$ cat config.mk
export PLATFORM = sky130hd
export DESIGN_NAME = base64_stream_decoder
export DESIGN_NICKNAME = d
export VERILOG_FILES = /design/src/sv/b64d_pkg.sv /design/src/sv/b64d_core.sv /design/src/sv/b64d_out_fifo.sv /design/src/sv/base64_stream_decoder.sv
export SDC_FILE = /design/constraint.sdc
export NUM_CORES = 1
export LEC_CHECK = 0
export BUFFER_PORTS_ARGS = -buffer_cell sky130_fd_sc_hd__buf_2
export CORE_MARGIN = 3
export CORE_UTILIZATION = 50
export CTS_BUF_LIST = sky130_fd_sc_hd__clkbuf_8
export CTS_CLUSTER_SIZE = 14
export DETAILED_ROUTE_END_ITERATION = 16
export PLACE_DENSITY_LB_ADDON = 0.3
export SYNTH_ARGS = -nofsm -noshare
export SYNTH_HDL_FRONTEND = slang
export SYNTH_HIERARCHICAL = 1
export SYNTH_SLANG_ARGS = --single-unit
$ cat constraint.sdc
create_clock -name clk -period 5.27 [get_ports clk]
set_input_delay 0 -clock clk [delete_from_list [all_inputs] [get_ports clk]]
set_output_delay 0 -clock clk [all_outputs]
set_load 0.02 [all_outputs]
$ cat src/sv/b64d_pkg.sv
// ----------------------------------------------------------------------------
// b64d_pkg
// Shared types, constants and the alphabet lookup for the base64 decoder.
// ----------------------------------------------------------------------------
package b64d_pkg;

  localparam int COUNT_WIDTH_DEF = 24;
  localparam int OUT_COUNT_W     = 24;
  localparam int FIFO_DEPTH      = 4;
  localparam int FIFO_PTR_W      = $clog2(FIFO_DEPTH);
  localparam int FIFO_CNT_W      = $clog2(FIFO_DEPTH + 1);

  localparam logic [7:0] PAD_CHAR = 8'h3D;

  typedef enum logic [1:0] {
    ST_OK         = 2'd0,
    ST_BAD_CHAR   = 2'd1,
    ST_PAD_EARLY  = 2'd2,
    ST_BAD_LENGTH = 2'd3
  } b64d_status_t;

  typedef enum logic {
    KIND_DATA   = 1'b0,
    KIND_STATUS = 1'b1
  } b64d_kind_t;

  // One result item as it leaves the block
  typedef struct packed {
    b64d_kind_t             kind;
    logic [7:0]             data_byte;
    b64d_status_t           status;
    logic [OUT_COUNT_W-1:0] byte_count;
    logic                   last;
  } b64d_result_t;

  // Results produced by one input transfer: zero, one or two
  typedef struct packed {
    logic [1:0]   num;
    b64d_result_t first;
    b64d_result_t second;
  } b64d_push_t;

  // Map a character to {in_alphabet, sextet}
  function automatic logic [6:0] b64d_sextet(input logic [7:0] c);
    logic [7:0] d;
    begin
      d = 8'h00;
      if (c >= 8'h41 && c <= 8'h5A) begin
        d = c - 8'h41;
        b64d_sextet = {1'b1, d[5:0]};
      end else if (c >= 8'h61 && c <= 8'h7A) begin
        d = c - 8'h61 + 8'd26;
        b64d_sextet = {1'b1, d[5:0]};
      end else if (c >= 8'h30 && c <= 8'h39) begin
        d = c - 8'h30 + 8'd52;
        b64d_sextet = {1'b1, d[5:0]};
      end else if (c == 8'h2B) begin
        b64d_sextet = {1'b1, 6'd62};
      end else if (c == 8'h2F) begin
        b64d_sextet = {1'b1, 6'd63};
      end else begin
        b64d_sextet = {1'b0, d[5:0]};
      end
    end
  endfunction

endpackage

$ cat src/sv/b64d_core.sv
// ----------------------------------------------------------------------------
// b64d_core
// Per-character decode: group position, previous sextet, pad and error
// tracking, byte count, and the results each transfer produces.
// ----------------------------------------------------------------------------
module b64d_core #(
  parameter int COUNT_WIDTH = b64d_pkg::COUNT_WIDTH_DEF
) (
  input  logic                 clk,
  input  logic                 rst_n,
  input  logic                 take,
  input  logic [7:0]           char_code,
  input  logic                 end_of_text,
  output b64d_pkg::b64d_push_t push
);
  import b64d_pkg::*;

  logic [1:0]             pos_r, pos_nxt, pos_upd;
  logic [5:0]             prev_r, prev_nxt, prev_upd;
  logic                   pad_r, pad_nxt, pad_upd;
  b64d_status_t           err_r, err_nxt, err_upd;
  logic [COUNT_WIDTH-1:0] count_r, count_nxt, count_upd;
  logic [OUT_COUNT_W-1:0] count_out;
  logic [6:0]             lookup;
  logic                   emit;
  logic [7:0]             byte_val;
  b64d_result_t           data_res, stat_res;

  assign lookup = b64d_sextet(char_code);

  // Assemble the byte from the previous and current sextets
  always_comb begin
    case (pos_r)
      2'd1:    byte_val = {prev_r, lookup[5:4]};
      2'd2:    byte_val = {prev_r[3:0], lookup[5:2]};
      2'd3:    byte_val = {prev_r[1:0], lookup[5:0]};
      default: byte_val = 8'h00;
    endcase
  end

  // Advance decode state for one character
  always_comb begin
    prev_upd  = prev_r;
    pad_upd   = pad_r;
    err_upd   = err_r;
    count_upd = count_r;
    emit      = 1'b0;
    if (!pad_r) begin
      if (char_code == PAD_CHAR) begin
        pad_upd = 1'b1;
        if (pos_r < 2'd2 && err_r == ST_OK) begin
          err_upd = ST_PAD_EARLY;
        end
      end else if (!lookup[6]) begin
        if (err_r == ST_OK) begin
          err_upd = ST_BAD_CHAR;
        end
      end else begin
        if (pos_r != 2'd0 && err_r == ST_OK) begin
          emit = 1'b1;
          if (count_r != {COUNT_WIDTH{1'b1}}) begin
            count_upd = count_r + 1'b1;
          end
        end
        prev_upd = lookup[5:0];
      end
    end
    pos_upd = pos_r + 2'd1;
    if (pos_upd == 2'd0) begin
      pad_upd = 1'b0;
    end
  end

  // Saturate the count into the reported width
  generate
    if (COUNT_WIDTH > OUT_COUNT_W) begin : g_sat
      assign count_out = (|count_upd[COUNT_WIDTH-1:OUT_COUNT_W]) ?
                         {OUT_COUNT_W{1'b1}} : count_upd[OUT_COUNT_W-1:0];
    end else if (COUNT_WIDTH == OUT_COUNT_W) begin : g_same
      assign count_out = count_upd;
    end else begin : g_ext
      assign count_out = {{(OUT_COUNT_W-COUNT_WIDTH){1'b0}}, count_upd};
    end
  endgenerate

  // Form results and order them: data byte before status
  always_comb begin
    data_res            = '0;
    data_res.kind       = KIND_DATA;
    data_res.data_byte  = byte_val;
    data_res.status     = ST_OK;
    stat_res            = '0;
    stat_res.kind       = KIND_STATUS;
    stat_res.status     = (pos_upd != 2'd0) ? ST_BAD_LENGTH : err_upd;
    stat_res.byte_count = count_out;
    stat_res.last       = 1'b1;
    push                = '0;
    if (take) begin
      if (emit && end_of_text) begin
        push.num    = 2'd2;
        push.first  = data_res;
        push.second = stat_res;
      end else if (emit) begin
        push.num   = 2'd1;
        push.first = data_res;
      end else if (end_of_text) begin
        push.num   = 2'd1;
        push.first = stat_res;
      end
    end
  end

  // Commit state; clear it after the final character
  always_comb begin
    pos_nxt   = pos_r;
    prev_nxt  = prev_r;
    pad_nxt   = pad_r;
    err_nxt   = err_r;
    count_nxt = count_r;
    if (take) begin
      if (end_of_text) begin
        pos_nxt   = '0;
        prev_nxt  = '0;
        pad_nxt   = 1'b0;
        err_nxt   = ST_OK;
        count_nxt = '0;
      end else begin
        pos_nxt   = pos_upd;
        prev_nxt  = prev_upd;
        pad_nxt   = pad_upd;
        err_nxt   = err_upd;
        count_nxt = count_upd;
      end
    end
  end

  always_ff @(posedge clk) begin
    if (!rst_n) begin
      pos_r   <= '0;
      prev_r  <= '0;
      pad_r   <= 1'b0;
      err_r   <= ST_OK;
      count_r <= '0;
    end else begin
      pos_r   <= pos_nxt;
      prev_r  <= prev_nxt;
      pad_r   <= pad_nxt;
      err_r   <= err_nxt;
      count_r <= count_nxt;
    end
  end

endmodule

$ cat src/sv/b64d_out_fifo.sv
// ----------------------------------------------------------------------------
// b64d_out_fifo
// Small result queue: takes up to two results per cycle, hands out one while out_ready is high.
// ----------------------------------------------------------------------------
module b64d_out_fifo (
  input  logic                   clk,
  input  logic                   rst_n,
  input  b64d_pkg::b64d_push_t   push,
  output logic                   room,
  output logic                   out_valid,
  input  logic                   out_ready,
  output b64d_pkg::b64d_result_t head
);
  import b64d_pkg::*;

  b64d_result_t            entry_r [FIFO_DEPTH];
  logic [FIFO_PTR_W-1:0]   wr_ptr_r, wr_ptr_nxt, wr_ptr_p1;
  logic [FIFO_PTR_W-1:0]   rd_ptr_r, rd_ptr_nxt;
  logic [FIFO_CNT_W-1:0]   count_r, count_nxt;
  logic                    pop;

  // Keep space for a worst-case transfer of two results
  assign room      = (count_r < FIFO_CNT_W'(FIFO_DEPTH - 1));
  assign out_valid = (count_r != '0);
  assign pop       = out_valid && out_ready;
  assign head      = entry_r[rd_ptr_r];
  assign wr_ptr_p1 = wr_ptr_r + 1'b1;

  always_comb begin
    wr_ptr_nxt = wr_ptr_r + push.num[FIFO_PTR_W-1:0];
    rd_ptr_nxt = pop ? rd_ptr_r + 1'b1 : rd_ptr_r;
    count_nxt  = count_r + FIFO_CNT_W'(push.num) - FIFO_CNT_W'(pop);
  end

  // Write the stored entries
  always_ff @(posedge clk) begin
    if (push.num != 2'd0) begin
      entry_r[wr_ptr_r] <= push.first;
    end
    if (push.num == 2'd2) begin
      entry_r[wr_ptr_p1] <= push.second;
    end
  end

  always_ff @(posedge clk) begin
    if (!rst_n) begin
      wr_ptr_r <= '0;
      rd_ptr_r <= '0;
      count_r  <= '0;
    end else begin
      wr_ptr_r <= wr_ptr_nxt;
      rd_ptr_r <= rd_ptr_nxt;
      count_r  <= count_nxt;
    end
  end

endmodule

$ cat src/sv/base64_stream_decoder.sv
// ----------------------------------------------------------------------------
// base64_stream_decoder
// Streaming base64 (standard alphabet, '=' pad) decoder with final status.
// ----------------------------------------------------------------------------
// One character is taken per cycle while in_ready is high. Each alphabet
// character at position 1..3 of a group, before any pad or error, yields a
// data byte; the character flagged end_of_text also yields a status result
// (ok, bad character, early pad, bad length) with the saturating byte count,
// after any data byte from that character. The decode is one registered pass
// from the input transfer into a four-entry result queue. in_ready depends
// only on the queue fill: with out_ready held high, one character per cycle
// is sustained; the two results of one character leave the port in turn.
// ----------------------------------------------------------------------------
module base64_stream_decoder #(
  parameter int COUNT_WIDTH = b64d_pkg::COUNT_WIDTH_DEF
) (
  input  logic                              clk,
  input  logic                              rst_n,
  input  logic                              in_valid,
  output logic                              in_ready,
  input  logic [7:0]                        in_char_code,
  input  logic                              in_end_of_text,
  output logic                              out_valid,
  input  logic                              out_ready,
  output logic                              out_kind,
  output logic [7:0]                        out_data_byte,
  output logic [1:0]                        out_status,
  output logic [b64d_pkg::OUT_COUNT_W-1:0]  out_byte_count,
  output logic                              out_last
);
  import b64d_pkg::*;

  b64d_push_t   push;
  b64d_result_t head;
  logic         take;

  assign take = in_valid && in_ready;

  // Decode one character per transfer
  b64d_core #(
    .COUNT_WIDTH(COUNT_WIDTH)
  ) u_core (
    .clk         (clk),
    .rst_n       (rst_n),
    .take        (take),
    .char_code   (in_char_code),
    .end_of_text (in_end_of_text),
    .push        (push)
  );

  // Queue results toward the output
  b64d_out_fifo u_fifo (
    .clk       (clk),
    .rst_n     (rst_n),
    .push      (push),
    .room      (in_ready),
    .out_valid (out_valid),
    .out_ready (out_ready),
    .head      (head)
  );

  assign out_kind       = head.kind;
  assign out_data_byte  = head.data_byte;
  assign out_status     = head.status;
  assign out_byte_count = head.byte_count;
  assign out_last       = head.last;

endmodule
## Word level (Yosys, flattened, before mapping)

Memory sizes are Yosys's and may differ from the RTL's. A register that Yosys moved wholly into a read port is not among the register bits.
Index checks and enable logic that the tools add are counted.

- Order comparisons: 8
- Equal/unequal tests: 10
- Add/sub/neg operators: 12
- Reduce and logical (&&, ||, !) cells: 16
- Muxes and demuxes: 43

Operator list:

| operator | count |
|---|---|
| $mux W24 | 6 |
| $mux W38 | 2 |
| $mux W74 | 1 |
| $mux W37 | 1 |
| $mux W36 | 1 |
| $mux W7 | 5 |
| $add A24 B1 Y24 const B | 1 |
| $eq A8 B6 Y1 const B | 3 |
| $mux W6 | 4 |
| $ne A24 B24 Y1 const B | 1 |
| $pmux W8 S3 | 1 |
| $mux W2 | 10 |
| $ge A8 B7 Y1 const B | 2 |
| $le A8 B7 Y1 const B | 2 |
| $mux W1 | 12 |
| $sub A6 B6 Y6 const B | 2 |
| $ge A8 B6 Y1 const B | 1 |
| $le A8 B6 Y1 const B | 1 |
| $logic_and A1 B1 Y1 | 8 |
| $reduce_bool A2 Y1 | 4 |
| $add A2 B1 Y2 const B | 3 |
| $add A6 B5 Y6 const B | 1 |
| $add A6 B6 Y6 const B | 1 |
| $eq A2 B2 Y1 const B | 3 |
| 11 further kinds | 13 |

- Logic and storage cells: 98
- Memory bits (writable): 144
- Output and inout bits: 38
- Memories: 1
- Bits in registers: 42
- Bits of input ports: 13

Memories:

| memory | depth | width | rd ports | clocked after Yosys merged registers in | write ports | RTL line | RTL |
|---|---|---|---|---|---|---|---|
| u_fifo.entry_r | 4 | 36 | 1 | 1 | 2 | b64d_out_fifo.sv:16 | `b64d_result_t entry_r [FIFO_DEPTH];` |

## Logic depth before layout (Yosys ltp)

- Depth in word-level cells: 17
- Depth in mapped cells: 20
- Gate-level depth less buffers: 16

## Modules after synthesis

The synthesis kept the hierarchy.

Modules (own cells, without submodules):

| module | instances | area an instance (µm²) | cells an instance | sequential area each (µm²) |
|---|---|---|---|---|
| b64d_out_fifo | 1 | 7,434.6 | 397 | 4,504.3 |
| b64d_core | 1 | 3,802.4 | 522 | 700.7 |
| base64_stream_decoder | 1 | 6.3 | 1 | 0.0 |

## Worst setup path before layout

Ideal clock, no wire load.

- Path kind: input-to-reg
- Start point: input in_char_code[1]
- End point: memory u_fifo/entry_r[0][0] in the netlist's numbering, enable pin
- Arrival: 5.004 ns
- Required time: 4.791 ns
- Setup time: 0.479 ns
- Stages on the path: 17
- Path buffers: 4
- Slack: -0.213 ns
- Cells stage by stage: buf_2 inv_1 ha_1 and2b_1 o21ai_1 a21oi_4 a21oi_1 nand2_1 inv_2 ha_1 nand2_1 clkbuf_1 inv_1 buf_4 buf_2 o21bai_1 o21ai_0

RTL lines:

| element | RTL line | RTL |
|---|---|---|
| from (decl) | base64_stream_decoder.sv:21 | `input logic [7:0] in_char_code,` |
| to (decl) | b64d_out_fifo.sv:16 |  |

==> impl_metrics.ini <==
[run_status]
status = completed

[worst_setup_path]
slowest_stage = o21bai_4
worstSetupEndpointType = flop
cp_num_buf_inv = 6
worstPathCellList = dlygate4sd3_1, buf_2, inv_1, ha_1, and4bb_2, nor2_4, o21ai_2, a21oi_1, nand2_1, inv_2, ha_1, nand2_1, inv_1, nor4bb_4, buf_4, o21bai_4
cp_top_family = buffers and inverters
slowest_delay_ps = 570
r2r_cells = 11
cp.depth = 16
r2r-end = u_fifo/entry_r[2][10]
crit_start = in_char_code[0]
crit_fanout = 36
worstPathRequired_ps = 5350
critPathCapture = u_fifo/entry_r[2][10]
arrival_ps = 4330
rrSetupSlack_ps = 1610
worst_setup_path_start_kind = input pin
critical_path_class = in2reg
r2r-start = u_core/pos_r[0]

[power_and_ir_drop]
power_leakage_nw = 4.11
powerDensity_mw_per_mm2 = 292
power_mw = 3.52
vdd_drop_max_uv = 130

[grt]
grt_overflow = 0
grt_pass1_wl_mm = 41.0
grt_max_degree = 37
grt_pass1_vias = 7392
antenna_found_initial = 0
grt_util_all_layers_pct = 21.3

[final_layout]
design_area_sq_mm = 0.0121
nNetsFinal = 977
area_delta_synth_final_pct = 7.22
diodes = 0
fin_util_pct = 54.9
drive_above_1_share_pct = 32.8

[route]
drc = 0
ant_nets = 0
wl_mm = 25.4
dr.pass1.iters = 5
num_vias = 7669
routedWlPerCell_um = 20.6
drt_iter0_markers = 657
viasPerCell = 6.21

[timing]
period_needed_ps = 4250
hold_viol_final = 0
setup_viol = 0
worst_pin_slew_ps = 1290
relSlewSlack_pct = 13.5
finalClockSkew_ps = 16.5
rsz0062_at_grt = no
fmax_mhz = 235
slew_violations = 0
finalCritPeriodShare_pct = 80.6
fin_setup_tns_ps = 0

[placement]
io_buffer_count = 50
dpl-instance-area_sq_mm = 0.0116
dpl.hpwl_mm = 16.5
place_congestion = 0.904

[clocking]
clk_latency_ps = 460
cts_root_buffer = clkbuf_8
cts_tree = yes
clk_pin_slew_ps = 100
cts_buffer_depth = 2
h-tree-depth = 4
clkSinkCount = 188
cts.repair.resized = 0
numCtsBuffers = 17

[synthesis]
synth_ff_type = edfxtp_1
synthCells = 920
synthDistinctLibCells = 86
async_reset_ff_share_pct = 0
avgSynthCellArea_sq_um = 12.2
syn_area_sq_mm = 0.0112
synth_edf_count = 144
ys_seq_area_share_pct = 46.3
yosys_register_bits = 188
yosys_warnings = 6

[min_path]
hold_path.class = in2reg

[job]
maxCapViolCount = 0

[floorplanning]
core_region_area_sq_mm = 0.0220
io_pins = 51
dieArea_sq_mm = 0.0243
row_count = 54
start_util_pct = 51.2
dieHeight_um = 156
dieWidth_um = 156
sequential cells by signal (all words and copies together) (netlist names), named ones only:
name and count:
u_core/count_r 24, u_core/err_r 2, u_core/pad_r 1, u_core/pos_r 2, u_core/prev_r 6, u_fifo/count_r 3, u_fifo/entry_r 144, u_fifo/rd_ptr_r 2
u_fifo/wr_ptr_r 2
cells in the mapped netlist (3+ instances only):
library cell  number  share of area (%)
nand2_1           33                1.1
nand3_1           28                1.2
a32o_1             7               0.62
nor4bb_1           3               0.27
or3_1             15               0.83
o22ai_1            4               0.22
mux2_2           143                 14
nor2b_1           12               0.67
and2_1             7               0.39
mux4_2            36                7.2
o21ai_0           15               0.67
inv_1             21               0.70
dfxtp_1           44                7.8
nand3b_1           4               0.27
o21ai_1            5               0.22
o2111ai_1          3               0.23
a31oi_1           23                1.3
a222oi_1           3               0.27
or4_1              8               0.53
a21o_1             3               0.20
nand2b_1          26                1.4
o21a_1             4               0.27
mux2i_1            9               0.80
or2_1              3               0.17
a211oi_1           6               0.40
buf_6              6               0.60
xor2_1             3               0.23
a21oi_1           40                1.8
o311ai_0           5               0.39
xnor2_1           11               0.86
and4_1             4               0.31
ha_1              21                2.3
nor2_1            61                2.0
buf_1              4               0.13
edfxtp_1         144                 38
buf_4             20                1.3
buf_2             24                1.1
clkbuf_1          19               0.63
o211ai_1          15                1.0
nand4_1           12               0.67
nor3_1             5               0.22
worst reg2reg max path, stage by stage (launching register included):
cell and delay [ps]:
dfxtp_1 390, inv_1 130, ha_1 230, nor3_2 320
nand2_1 170, inv_2 100, ha_1 190, nand2_1 80
inv_1 370, nor4bb_4 380, buf_4 350, o21bai_4 570
metal layers:
metal | global-route usage (%) | vias to the layer above | routed length, um
met5 | 0 | - | 0
met4 | 4.84 | 0 | 329
met3 | 3.05 | 22 | 1300
met2 | 35.2 | 256 | 12500
met1 | 30.2 | 3793 | 11300
li1 | - | 3598 | -
power by group:
part | switching (mW) | internal [mW]
Clock | 0.551 | 0.382
Combinational | 0.497 | 0.364
Sequential | 0.0540 | 1.67
Total | 1.10 | 2.41
through the flow:
step / hold WS [ps] / cells / setup WS (ps)
floorplan: 122 / 927 / 682
global placement: 386 / 1200 / 1180
detailed placement: 390 / 1200 / 1080
CTS: 77.7 / 1235 / 1060
global route: 127 / 1235 / 721
finish: 115 / 1235 / 1020
worst min-delay path by stage:
stage | start | endpoint | slack (ps) | cells past startpoint
CTS | in_end_of_text | u_core/err_r[1] | 80 | 4
global placement | out_ready | flop | 390 | 3
global route | in_end_of_text | u_core/count_r[16] | 130 | 3
detailed placement | out_ready | flop | 390 | 3
finish | in_end_of_text | u_core/err_r[0] | 110 | 4
floorplan | rst_n | u_fifo/count_r[2] | 120 | 1
cell type report:
cell class	instances	area, sq um
repair buffers	69	413
flip-flops and latches	188	5210
multi-input cells	643	5620
clock inverters	15	143
clock buffers	17	234
inverters	23	86.3
well taps	280	350
fillers	1838	9900
logic make-up (layout without fill, tap and decap cells):
logic type / Yosys count / count (layout) / synth area share, %
simple gates: 247 / 247 / 12.7
mux: 190 / 190 / 22.5
flops: 188 / 188 / 46.3
compound gates: 160 / 160 / 9.87
buf+inv: 96 / 124 / 4.54
fa+ha+maj: 22 / 22 / 2.52
xor+xnor: 16 / 16 / 1.49
other cells: 1 / 8 / 0.0334
repair_timing:
| action | CTS | global route |
|---|---|---|
| hold endpoints to repair | 12 | 0 |
| hold buffers | 3 | 0 |
| buffers inserted | 0 | 0 |
cells in the final DEF (no fill, tap or decap), types with 4 or more instances in the layout:
cell type	instances
mux2i_1	9
buf_4	15
o211ai_1	15
nor2b_1	12
or4_1	8
o22ai_1	4
nand4_1	12
conb_1	8
nand2_1	33
and2_1	7
xnor2_1	11
clkbuf_8	17
edfxtp_1	144
nor3_1	5
o21a_1	4
mux2_2	143
a21oi_1	40
nor2_1	59
a32o_1	7
buf_2	50
or3_1	15
nand3b_1	4
inv_1	21
nand2b_1	26
and4_1	4
o21ai_1	5
nand3_1	28
o311ai_0	5
dfxtp_1	42
ha_1	21
o21ai_0	14
mux4_2	36
a211oi_1	6
a31oi_1	23
Note: power is estimated with default switching activity, not from simulation.
